**src/hw/rtl/stc_pkg.sv**
```systemverilog
`timescale 1ns / 1ps
// shared constants and types for the segment triangle crossing pipeline
package stc_pkg;

   localparam int LANE_BITS      = 16;
   localparam int COORD_BITS     = 16;
   localparam int LANES          = 3;
   localparam int POINTS         = 5;
   localparam int REQ_DATA_BITS  = POINTS * LANES * LANE_BITS;
   localparam int REQ_USER_BITS  = 2;
   localparam int RSP_DATA_BITS  = 8;

   typedef enum logic [1:0] {
      AXIS_NONE = 2'd0,
      AXIS_X    = 2'd1,
      AXIS_Y    = 2'd2,
      AXIS_Z    = 2'd3
   } axis_type;

endpackage

```
**src/hw/rtl/stc_front.sv**
```systemverilog
`timescale 1ns / 1ps
// first stage: lane unpacking, edge vectors, offsets and projected edge terms
module stc_front #(
   parameter int COORD_BITS = stc_pkg::COORD_BITS,
   localparam int EB = (COORD_BITS < stc_pkg::LANE_BITS) ? COORD_BITS : stc_pkg::LANE_BITS,
   localparam int DB = EB + 1,
   localparam int WB = stc_pkg::LANES * stc_pkg::LANE_BITS
) (
   input  logic                 clock,
   input  logic                 reset,
   input  logic                 in_valid,
   output logic                 in_ready,
   input  logic [WB-1:0]        vertex_a,
   input  logic [WB-1:0]        vertex_b,
   input  logic [WB-1:0]        vertex_c,
   input  logic [WB-1:0]        start_point,
   input  logic [WB-1:0]        end_point,
   input  stc_pkg::axis_type    axis,
   output logic                 out_valid,
   input  logic                 out_ready,
   output logic signed [DB-1:0] ab_out [3],
   output logic signed [DB-1:0] cb_out [3],
   output logic signed [DB-1:0] sa_out [3],
   output logic signed [DB-1:0] ea_out [3],
   output logic signed [DB-1:0] eu_out [3],
   output logic signed [DB-1:0] ew_out [3],
   output logic signed [DB-1:0] du_out [3],
   output logic signed [DB-1:0] dw_out [3],
   output logic                 axis_ok_out
);

   localparam int LB = stc_pkg::LANE_BITS;

   logic signed [EB-1:0] va [3];
   logic signed [EB-1:0] vb [3];
   logic signed [EB-1:0] vc [3];
   logic signed [EB-1:0] sp [3];
   logic signed [EB-1:0] ep [3];
   logic signed [EB-1:0] pu [3];
   logic signed [EB-1:0] pw [3];
   logic signed [EB-1:0] su;
   logic signed [EB-1:0] sw;

   logic signed [DB-1:0] ab_in [3];
   logic signed [DB-1:0] cb_in [3];
   logic signed [DB-1:0] sa_in [3];
   logic signed [DB-1:0] ea_in [3];
   logic signed [DB-1:0] eu_in [3];
   logic signed [DB-1:0] ew_in [3];
   logic signed [DB-1:0] du_in [3];
   logic signed [DB-1:0] dw_in [3];

   logic signed [DB-1:0] ab_ff [3];
   logic signed [DB-1:0] cb_ff [3];
   logic signed [DB-1:0] sa_ff [3];
   logic signed [DB-1:0] ea_ff [3];
   logic signed [DB-1:0] eu_ff [3];
   logic signed [DB-1:0] ew_ff [3];
   logic signed [DB-1:0] du_ff [3];
   logic signed [DB-1:0] dw_ff [3];
   logic                 axis_ok_ff;
   logic                 valid_ff;

   always_comb begin
      for (int i = 0; i < 3; i++) begin
         va[i] = vertex_a[i*LB +: EB];
         vb[i] = vertex_b[i*LB +: EB];
         vc[i] = vertex_c[i*LB +: EB];
         sp[i] = start_point[i*LB +: EB];
         ep[i] = end_point[i*LB +: EB];
      end
   end

   // projected plane: (y,z) for x, (z,x) for y, (x,y) for z
   always_comb begin
      case (axis)
         stc_pkg::AXIS_X: begin
            pu[0] = va[1]; pu[1] = vb[1]; pu[2] = vc[1]; su = sp[1];
            pw[0] = va[2]; pw[1] = vb[2]; pw[2] = vc[2]; sw = sp[2];
         end
         stc_pkg::AXIS_Y: begin
            pu[0] = va[2]; pu[1] = vb[2]; pu[2] = vc[2]; su = sp[2];
            pw[0] = va[0]; pw[1] = vb[0]; pw[2] = vc[0]; sw = sp[0];
         end
         default: begin
            pu[0] = va[0]; pu[1] = vb[0]; pu[2] = vc[0]; su = sp[0];
            pw[0] = va[1]; pw[1] = vb[1]; pw[2] = vc[1]; sw = sp[1];
         end
      endcase
   end

   always_comb begin
      for (int i = 0; i < 3; i++) begin
         ab_in[i] = {va[i][EB-1], va[i]} - {vb[i][EB-1], vb[i]};
         cb_in[i] = {vc[i][EB-1], vc[i]} - {vb[i][EB-1], vb[i]};
         sa_in[i] = {sp[i][EB-1], sp[i]} - {va[i][EB-1], va[i]};
         ea_in[i] = {ep[i][EB-1], ep[i]} - {va[i][EB-1], va[i]};
         eu_in[i] = {pu[(i+1)%3][EB-1], pu[(i+1)%3]} - {pu[i][EB-1], pu[i]};
         ew_in[i] = {pw[(i+1)%3][EB-1], pw[(i+1)%3]} - {pw[i][EB-1], pw[i]};
         du_in[i] = {pu[i][EB-1], pu[i]} - {su[EB-1], su};
         dw_in[i] = {pw[i][EB-1], pw[i]} - {sw[EB-1], sw};
      end
   end

   assign in_ready = !valid_ff || out_ready;

   always_ff @(posedge clock) begin
      if (reset) begin
         valid_ff <= 1'b0;
      end else if (in_ready) begin
         valid_ff <= in_valid;
      end
   end

   always_ff @(posedge clock) begin
      if (in_ready && in_valid) begin
         ab_ff      <= ab_in;
         cb_ff      <= cb_in;
         sa_ff      <= sa_in;
         ea_ff      <= ea_in;
         eu_ff      <= eu_in;
         ew_ff      <= ew_in;
         du_ff      <= du_in;
         dw_ff      <= dw_in;
         axis_ok_ff <= (axis != stc_pkg::AXIS_NONE);
      end
   end

   assign out_valid   = valid_ff;
   assign ab_out      = ab_ff;
   assign cb_out      = cb_ff;
   assign sa_out      = sa_ff;
   assign ea_out      = ea_ff;
   assign eu_out      = eu_ff;
   assign ew_out      = ew_ff;
   assign du_out      = du_ff;
   assign dw_out      = dw_ff;
   assign axis_ok_out = axis_ok_ff;

endmodule

```
**config.mk**
```make
export PLATFORM = sky130hd
export DESIGN_NAME = stc_front
export DESIGN_NICKNAME = d
export VERILOG_FILES = /design/src/hw/rtl/stc_pkg.sv /design/src/hw/rtl/stc_front.sv
export SDC_FILE = /design/constraint.sdc
export NUM_CORES = 1
export LEC_CHECK = 0
export BUFFER_PORTS_ARGS = -buffer_cell sky130_fd_sc_hd__buf_2
export CAP_MARGIN = 10
export CORE_AREA = 3 3 256 258
export DETAILED_ROUTE_END_ITERATION = 8
export DIE_AREA = 0 0 259 261
export GPL_TIMING_DRIVEN = 0
export PLACE_DENSITY = 0.71
export REMOVE_ABC_BUFFERS = 1
export SYNTH_ARGS = -nofsm -noshare
export SYNTH_HDL_FRONTEND = slang
export SYNTH_SLANG_ARGS = --single-unit
```
**constraint.sdc**
```tcl
create_clock -name clock -period 15.8 [get_ports clock]
set_clock_uncertainty 0.05 [all_clocks]
set_input_delay 1.58 -clock clock [delete_from_list [all_inputs] [get_ports clock]]
set_output_delay 1.58 -clock clock [all_outputs]
set_load 0.01 [all_outputs]
```
==> flow_summary.toml, run 1 <==
[power]
p_clk_share_pct = 25.7
swShare_pct = 36.8
power.total_mw = 4.60
p_int_mw = 2.91
pwr-share-comb_pct = 40.0
p_sw_mw = 1.69
p_seq_share_pct = 34.3
powerDensity_nw_per_um2 = 121
p_leak_nw = 17.1
peakVddDrop_mv = 0.0886

[global_route]
grt_max_degree = 85
grt.overflow.total = 0
grt_use_total_pct = 32.7
antenna_found_initial = 28
grt_pass1_vias = 26500
grt_pass1_wl_um = 165000

[clocking]
post_cts_buffers = 0
insertion_delay_ns = 0.59
numCtsBuffers = 48
cts_hold_buf = 0
post_cts_resized = 0
cts_max_level = 2
clock_sinks = 410
cts-root-buf = "clkbuf_16"
cts.path.max_buffers = 3
cts_tree = "built"
clkTransAtPathRegs_ns = 0.06

[logic_synthesis]
synth_warnings = 0
yosys.area.top_type = "edfxtp_1"
syn_area_um2 = 32000
yosys-top-cells-area = "edfxtp_1, ha_1, nor2_1"
synth_top_cell_area_share_pct = 38.4
async_flop_share_pct = 0
synth_flop_cell = "edfxtp_1"
synth_cell_types = 80
seq_area_frac_synth_pct = 38.5
synthCells = 3517
ys_ff_latch = 410
synth_edf_count = 409
avgSynthCellArea_um2 = 9.09

[layout]
nets = 4739
multi_input_area_um2 = 17900
area_growth_pct = 18.8
nFillCells = 5576
finalNonFillerCells = 5072
drive_above_1_share_pct = 18.9
seq_area_um2 = 12300

[sta]
setup_violations = 0
tightest_slew_ns = 1.17
worst_slack_ns = 8.69
finalCritPeriodShare_pct = 45.0
rsz0062_at_grt = "no"
fin_crit_ns = 7.11
drv_slew = 0
hold_viol_final = 0
slew-limit-headroom_pct = 19.7
tns_ns = 0
fmax_ghz = 0.141

[die]
start_util_pct = 50.6
dieArea_um2 = 67600
ios = 657
die_w_um = 259
rows = 92
die_h_um = 261
fp.coreArea_um2 = 63200

[setup_path]
cp_common_cell = "o21ai_0"
cp-startpoint = "axis[0]"
path_delay_family = "compound AO/OA/AOI/OAI gates"
cp-end-kind = "flip-flop"
r2r_setup_slack_ns = 13.49
path_depth = 22
timing.rr.start = "out_valid"
start_kind = "input pin"
cpPeakStageDelay_ns = 0.71
critPathArrivalTime_ns = 7.40
crit_type = "input pin to flip-flop"
path_buf_inv = 6
r2r_end = "ea_out[15]"
reg2regPathDepth = 4
crit_end = "eu_out[50]"
path_cells = "buf_2 > inv_1 > ha_4 > buf_16 > buf_16 > buf_16 > nor2_1 > a21oi_2 > inv_1 > fa_1 > nor2b_1 > o21ai_0 > a21boi_0 > o21ai_0 > a21boi_0 > o21ai_0 > a21boi_0 > o21ai_0 > a21oi_1 > o21ai_0 > a21oi_1 > o22ai_1"
required_ns = 16.09
crit_slowest_cell = "ha_4"
critPathMaxFanout = 84

[route]
wire_per_inst_um = 22.7
remaining_drc_errors = 0
antenna_left = 0
routed_wl_um = 115000
avgViaCountPerCell = 5.65
dr.pass1.iters = 5
vias = 28700
drtIter0Drc = 2773

[worst_hold_path]
hold_path.class = "flip-flop to flip-flop"

[outcome]
status = "finished clean"

[place]
hpwl_um = 94100
gp_congestion = 0.961
portBuffers = 656
pre_cts_ws_ns = 8.36
dpl.cell_count = 4960

[run]
max_cap_violations = 0
-- power groups by stage --
stage	clock, mW	sequential, mW	combinational [mW]
floorplan	0	1.71	1.07
global placement	0	1.64	1.80
detailed placement	0	1.60	1.81
CTS	1.20	1.58	1.82
global route	1.23	1.59	2.01
finish	1.18	1.58	1.84
-- through the flow --
stage | hold WS, ns | instance area [um2] | util [%]
detailed placement | 0.460 | 36300 | 57.4
global route | 0.518 | 38000 | 60.1
CTS | 0.469 | 37900 | 60.0
global placement | 0.438 | 35900 | 56.9
floorplan | 0.543 | 31600 | -
finish | 0.465 | 38000 | 60.1
-- synthesized netlist by cell type, types with 12 or more instances --
library cell and count:
a21oi_1 245, and2_1 25, nor4_1 13, a21o_1 103
a21oi_2 14, inv_1 372, a22oi_1 123, o21a_1 28
nor3_1 42, a31oi_1 26, a211oi_1 15, nand2b_1 28
nand2_1 260, o21ai_1 15, maj3_1 31, or3_1 22
edfxtp_1 409, buf_2 13, and3_1 23, o21bai_1 20
nor2_1 490, ha_1 315, nor2b_1 62, nand3_1 40
a2111oi_0 14, nand4_1 12, a221oi_1 15, xor2_1 64
a21boi_0 95, o31ai_1 13, xnor2_1 159, o21ai_0 209
fa_1 14, clkbuf_1 34
-- metal layers --
layer / up-vias / routed length (um) / GRT usage, %
met1: 13200 / 45000 / 41.1
li1: 14000 / - / -
met4: 22 / 5700 / 14.9
met3: 242 / 10500 / 6.73
met5: - / 126 / 0
met2: 1259 / 53700 / 54.4
-- kinds of logic after synthesis --
kind of cell | Yosys count | synth area share, %
and+or+nand+nor | 1042 | 14.3
buffers and inverters | 445 | 5.61
adders and majority gates | 368 | 14.4
xor gates and xnor gates | 223 | 6.11
DFF | 410 | 38.5
AOI/OAI and AO/OA | 1019 | 20.7
muxes | 10 | 0.332
-- sequential cells by signal (all words and copies together) (netlist names) --
| name | cells |
|---|---|
| ea_out | 51 |
| ab_out | 51 |
| sa_out | 51 |
| du_out | 51 |
| out_valid | 1 |
| eu_out | 51 |
| dw_out | 51 |
| axis_ok_out | 1 |
| ew_out | 51 |
| cb_out | 51 |
-- cell type report --
class	count	area share, %
repair buffers	668	9.47
clock inverters	32	1.01
multi-input cells	2662	47.2
flip-flops and latches	410	32.4
well taps	846	2.79
inverters	374	3.70
diodes	24	0.158
clock buffers	56	3.30
-- worst register-to-register path, delay by kind of cell, from the launching register on --
family | cells | cell delay [ns]
AND/OR/NAND/NOR | 2 | 0.79
buffers and inverters | 2 | 0.74
flip-flops | 1 | 0.30
-- cell usage in the layout, fill, tap and decap left out, types with 14 or more instances in the layout --
master	netlist	layout
buf_2	13	656
nor2_1	490	490
edfxtp_1	409	409
inv_1	372	372
ha_1	315	312
nand2_1	260	260
a21oi_1	245	245
o21ai_0	209	209
xnor2_1	159	159
a22oi_1	123	123
a21o_1	103	103
a21boi_0	95	95
xor2_1	64	64
nor2b_1	62	62
clkbuf_16	0	49
nor3_1	42	42
nand3_1	40	40
maj3_1	31	31
nand2b_1	28	28
o21a_1	28	28
a31oi_1	26	26
diode_2	0	24
and2_1	25	24
and3_1	23	23
or3_1	22	22
o21bai_1	20	20
o21ai_1	15	15
a221oi_1	15	15
a211oi_1	15	15
a21oi_2	14	14
a2111oi_0	14	14
fa_1	14	14
-- worst min path at each step --
stage               slack, ns      start  cells past startpoint         to
global placement         0.44  out_valid                      2  out_valid
detailed placement       0.46  out_valid                      2  out_valid
CTS                      0.47  out_valid                      2  out_valid
global route             0.52  out_valid                      2  out_valid
floorplan                0.54  out_valid                      2  out_valid
finish                   0.46  out_valid                      2  out_valid
(Power assumes the default switching activity.)
==> run 2: changes to the inputs <==
CORE_AREA = not set   (was 3 3 256 258)
CORE_MARGIN = 3   (was not set)
CORE_UTILIZATION = 51   (was not set)
DIE_AREA = not set   (was 0 0 259 261)
PLACE_DENSITY = 0.75   (was 0.71)
clock period = 5.9 ns   (was 15.8 ns; I/O delays follow)
==> run 2 against run 1 <==
Net effect:
- utilization rose by 1.3 points
- hold slack got worse by 0.36 ns
- highest routed layer unchanged
- register-to-register slack got worse by 9.9 ns
- via count barely moved
- routed wire length fell by 0.84%
- critical path depth fell by 4
- total power rose to 2.7 times the previous value
- non-clock buffer count rose by 1
==> flow_summary.toml, run 2 (synthesis gave the netlist of run 1 again) <==
[setup_path]
timing.rr.start = "out_valid"
cpPeakStageDelay_ns = 0.93
crit_type = "input pin to flip-flop"
crit_end = "dw_out[33]"
r2r_end = "du_out[31]"
reg2regPathDepth = 4
path_cells = "buf_2 > inv_1 > ha_4 > buf_12 > a22oi_1 > a21oi_1 > nand2_1 > ha_1 > a21oi_1 > o21bai_1 > maj3_1 > a21oi_1 > maj3_1 > o21ai_1 > a2111oi_0 > nor3_1 > a2111oi_0 > a21o_1"
critPathArrivalTime_ns = 5.95
required_ns = 6.28
crit_slowest_cell = "a21oi_1"
start_kind = "input pin"
cp_common_cell = "a21oi_1"
cp-startpoint = "axis[1]"
r2r_setup_slack_ns = 3.61
critPathMaxFanout = 51
cp-end-kind = "flip-flop"

[die]
die_h_um = 256
start_util_pct = 51.7
dieArea_um2 = 65800
rows = 91
die_w_um = 256
fp.coreArea_um2 = 61800
ios = 657

[sta]
rsz0062_at_grt = "no"
hold_viol_final = 0
fmax_ghz = 0.180
tightest_slew_ns = 1.16
slew-limit-headroom_pct = 21.6
worst_slack_ns = 0.332
drv_slew = 0
finalCritPeriodShare_pct = 94.4
fin_crit_ns = 5.57
setup_violations = 0

[power]
powerDensity_nw_per_um2 = 324
p_clk_share_pct = 25.5
swShare_pct = 37.0
p_sw_mw = 4.55
pwr-share-comb_pct = 40.2
p_seq_share_pct = 34.3
p_leak_nw = 17.1
peakVddDrop_mv = 0.252
p_int_mw = 7.74

[layout]
drive_above_1_share_pct = 19.0
seq_area_um2 = 12300
nFillCells = 5397
most-common-layout-cells = "buf_2, nor2_1, edfxtp_1"
nets = 4739
area_growth_pct = 18.7
final_common_cell = "buf_2"
finalNonFillerCells = 5066
multi_input_area_um2 = 17900

[global_route]
grt_pass1_vias = 26300
grt_max_degree = 87
grt_pass1_wl_um = 164000
grt_use_total_pct = 33.2
grt.overflow.total = 0
antenna_found_initial = 28

[worst_hold_path]
hold_path.class = "input pin to flip-flop"
hold_depth = 2

[clocking]
cts.path.max_buffers = 3
post_cts_resized = 0
clkTransAtPathRegs_ns = 0.06
cts-root-buf = "clkbuf_16"
cts_hold_buf = 0
cts_max_level = 2
post_cts_buffers = 0
insertion_delay_ns = 0.58
numCtsBuffers = 47
clock_sinks = 410
cts_tree = "built"

[route]
drtIter0Drc = 2876
vias = 28700
wire_per_inst_um = 22.5
antenna_left = 0
dr.pass1.iters = 6
routed_wl_um = 114000
remaining_drc_errors = 0
avgViaCountPerCell = 5.66

[place]
hpwl_um = 93200
pre_cts_ws_ns = -0.0217
portBuffers = 656
dpl.cell_count = 4952
gp_congestion = 0.951

[outcome]
status = "finished clean"

[run]
max_cap_violations = 0
run 2: changes by cell type in the layout (fill, tap and decap cells not counted):
| cell | change |
|---|---|
| clkbuf_16 | -2 |
| clkbuf_1 | -1 |
| clkinv_1 | -4 |
| clkinv_4 | +2 |
| buf_16 | -1 |
| buf_12 | +2 |
| inv_6 | +2 |
| diode_2 | +4 |
| clkinv_2 | +1 |
run 2: how the worst min path moves through the flow:
| stage | start | to |
|---|---|---|
| 6_report | reset | out_valid |
| 5_1_grt | reset | out_valid |
| 4_1_cts | reset | out_valid |
| 3_5_place_dp | out_valid | out_valid |
| 3_3_place_gp | out_valid | out_valid |
| 2_1_floorplan | out_valid | out_valid |
run 2: area by class of cell:
class / instances / share of cell area [%]
diodes: 28 / 0.185
repair buffers: 669 / 9.51
multi-input cells: 2662 / 47.2
clock inverters: 33 / 1.08
inverters: 374 / 3.70
well taps: 837 / 2.76
flip-flops and latches: 410 / 32.4
clock buffers: 53 / 3.16
run 2: worst max-delay path, delay by kind of cell:
kind / cells / cell delay [ns]
compound gates: 9 / 3.06
simple gates: 2 / 0.36
fa+ha+maj: 4 / 1.35
buf+inv: 3 / 0.55
run 2: metal layers:
layer / up-vias / global-route usage [%] / wire [um]
met4: 14 / 15.9 / 5740
met1: 13200 / 41.2 / 45000
met2: 1238 / 54.7 / 53000
met3: 246 / 7.75 / 10300
li1: 14000 / - / -
met5: - / 0 / 96
run 2: power by group through the flow:
| stage | sequential, mW | clock (mW) | combinational, mW |
|---|---|---|---|
| finish | 4.22 | 3.13 | 4.94 |
| floorplan | 4.57 | 0 | 2.87 |
| global route | 4.26 | 3.27 | 5.37 |
| CTS | 4.22 | 3.17 | 4.88 |
| detailed placement | 4.27 | 0 | 4.85 |
| global placement | 4.37 | 0 | 4.81 |
run 2: stage by stage:
| step | hold slack, ns | util (%) | instance area [um2] | TNS, ns | power (mW) |
|---|---|---|---|---|---|
| 2_1_floorplan | 0.543 | - | 31600 | -2548.35 | 7.44 |
| 3_3_place_gp | 0.464 | 58.1 | 35900 | -4932.87 | 9.18 |
| 3_5_place_dp | 0.484 | 58.7 | 36300 | -0.0217 | 9.12 |
| 4_1_cts | 0.0762 | 61.3 | 37900 | 0 | 12.3 |
| 5_1_grt | 0.0964 | 61.4 | 37900 | 0 | 12.9 |
| 6_report | 0.101 | 61.4 | 38000 | 0 | 12.3 |
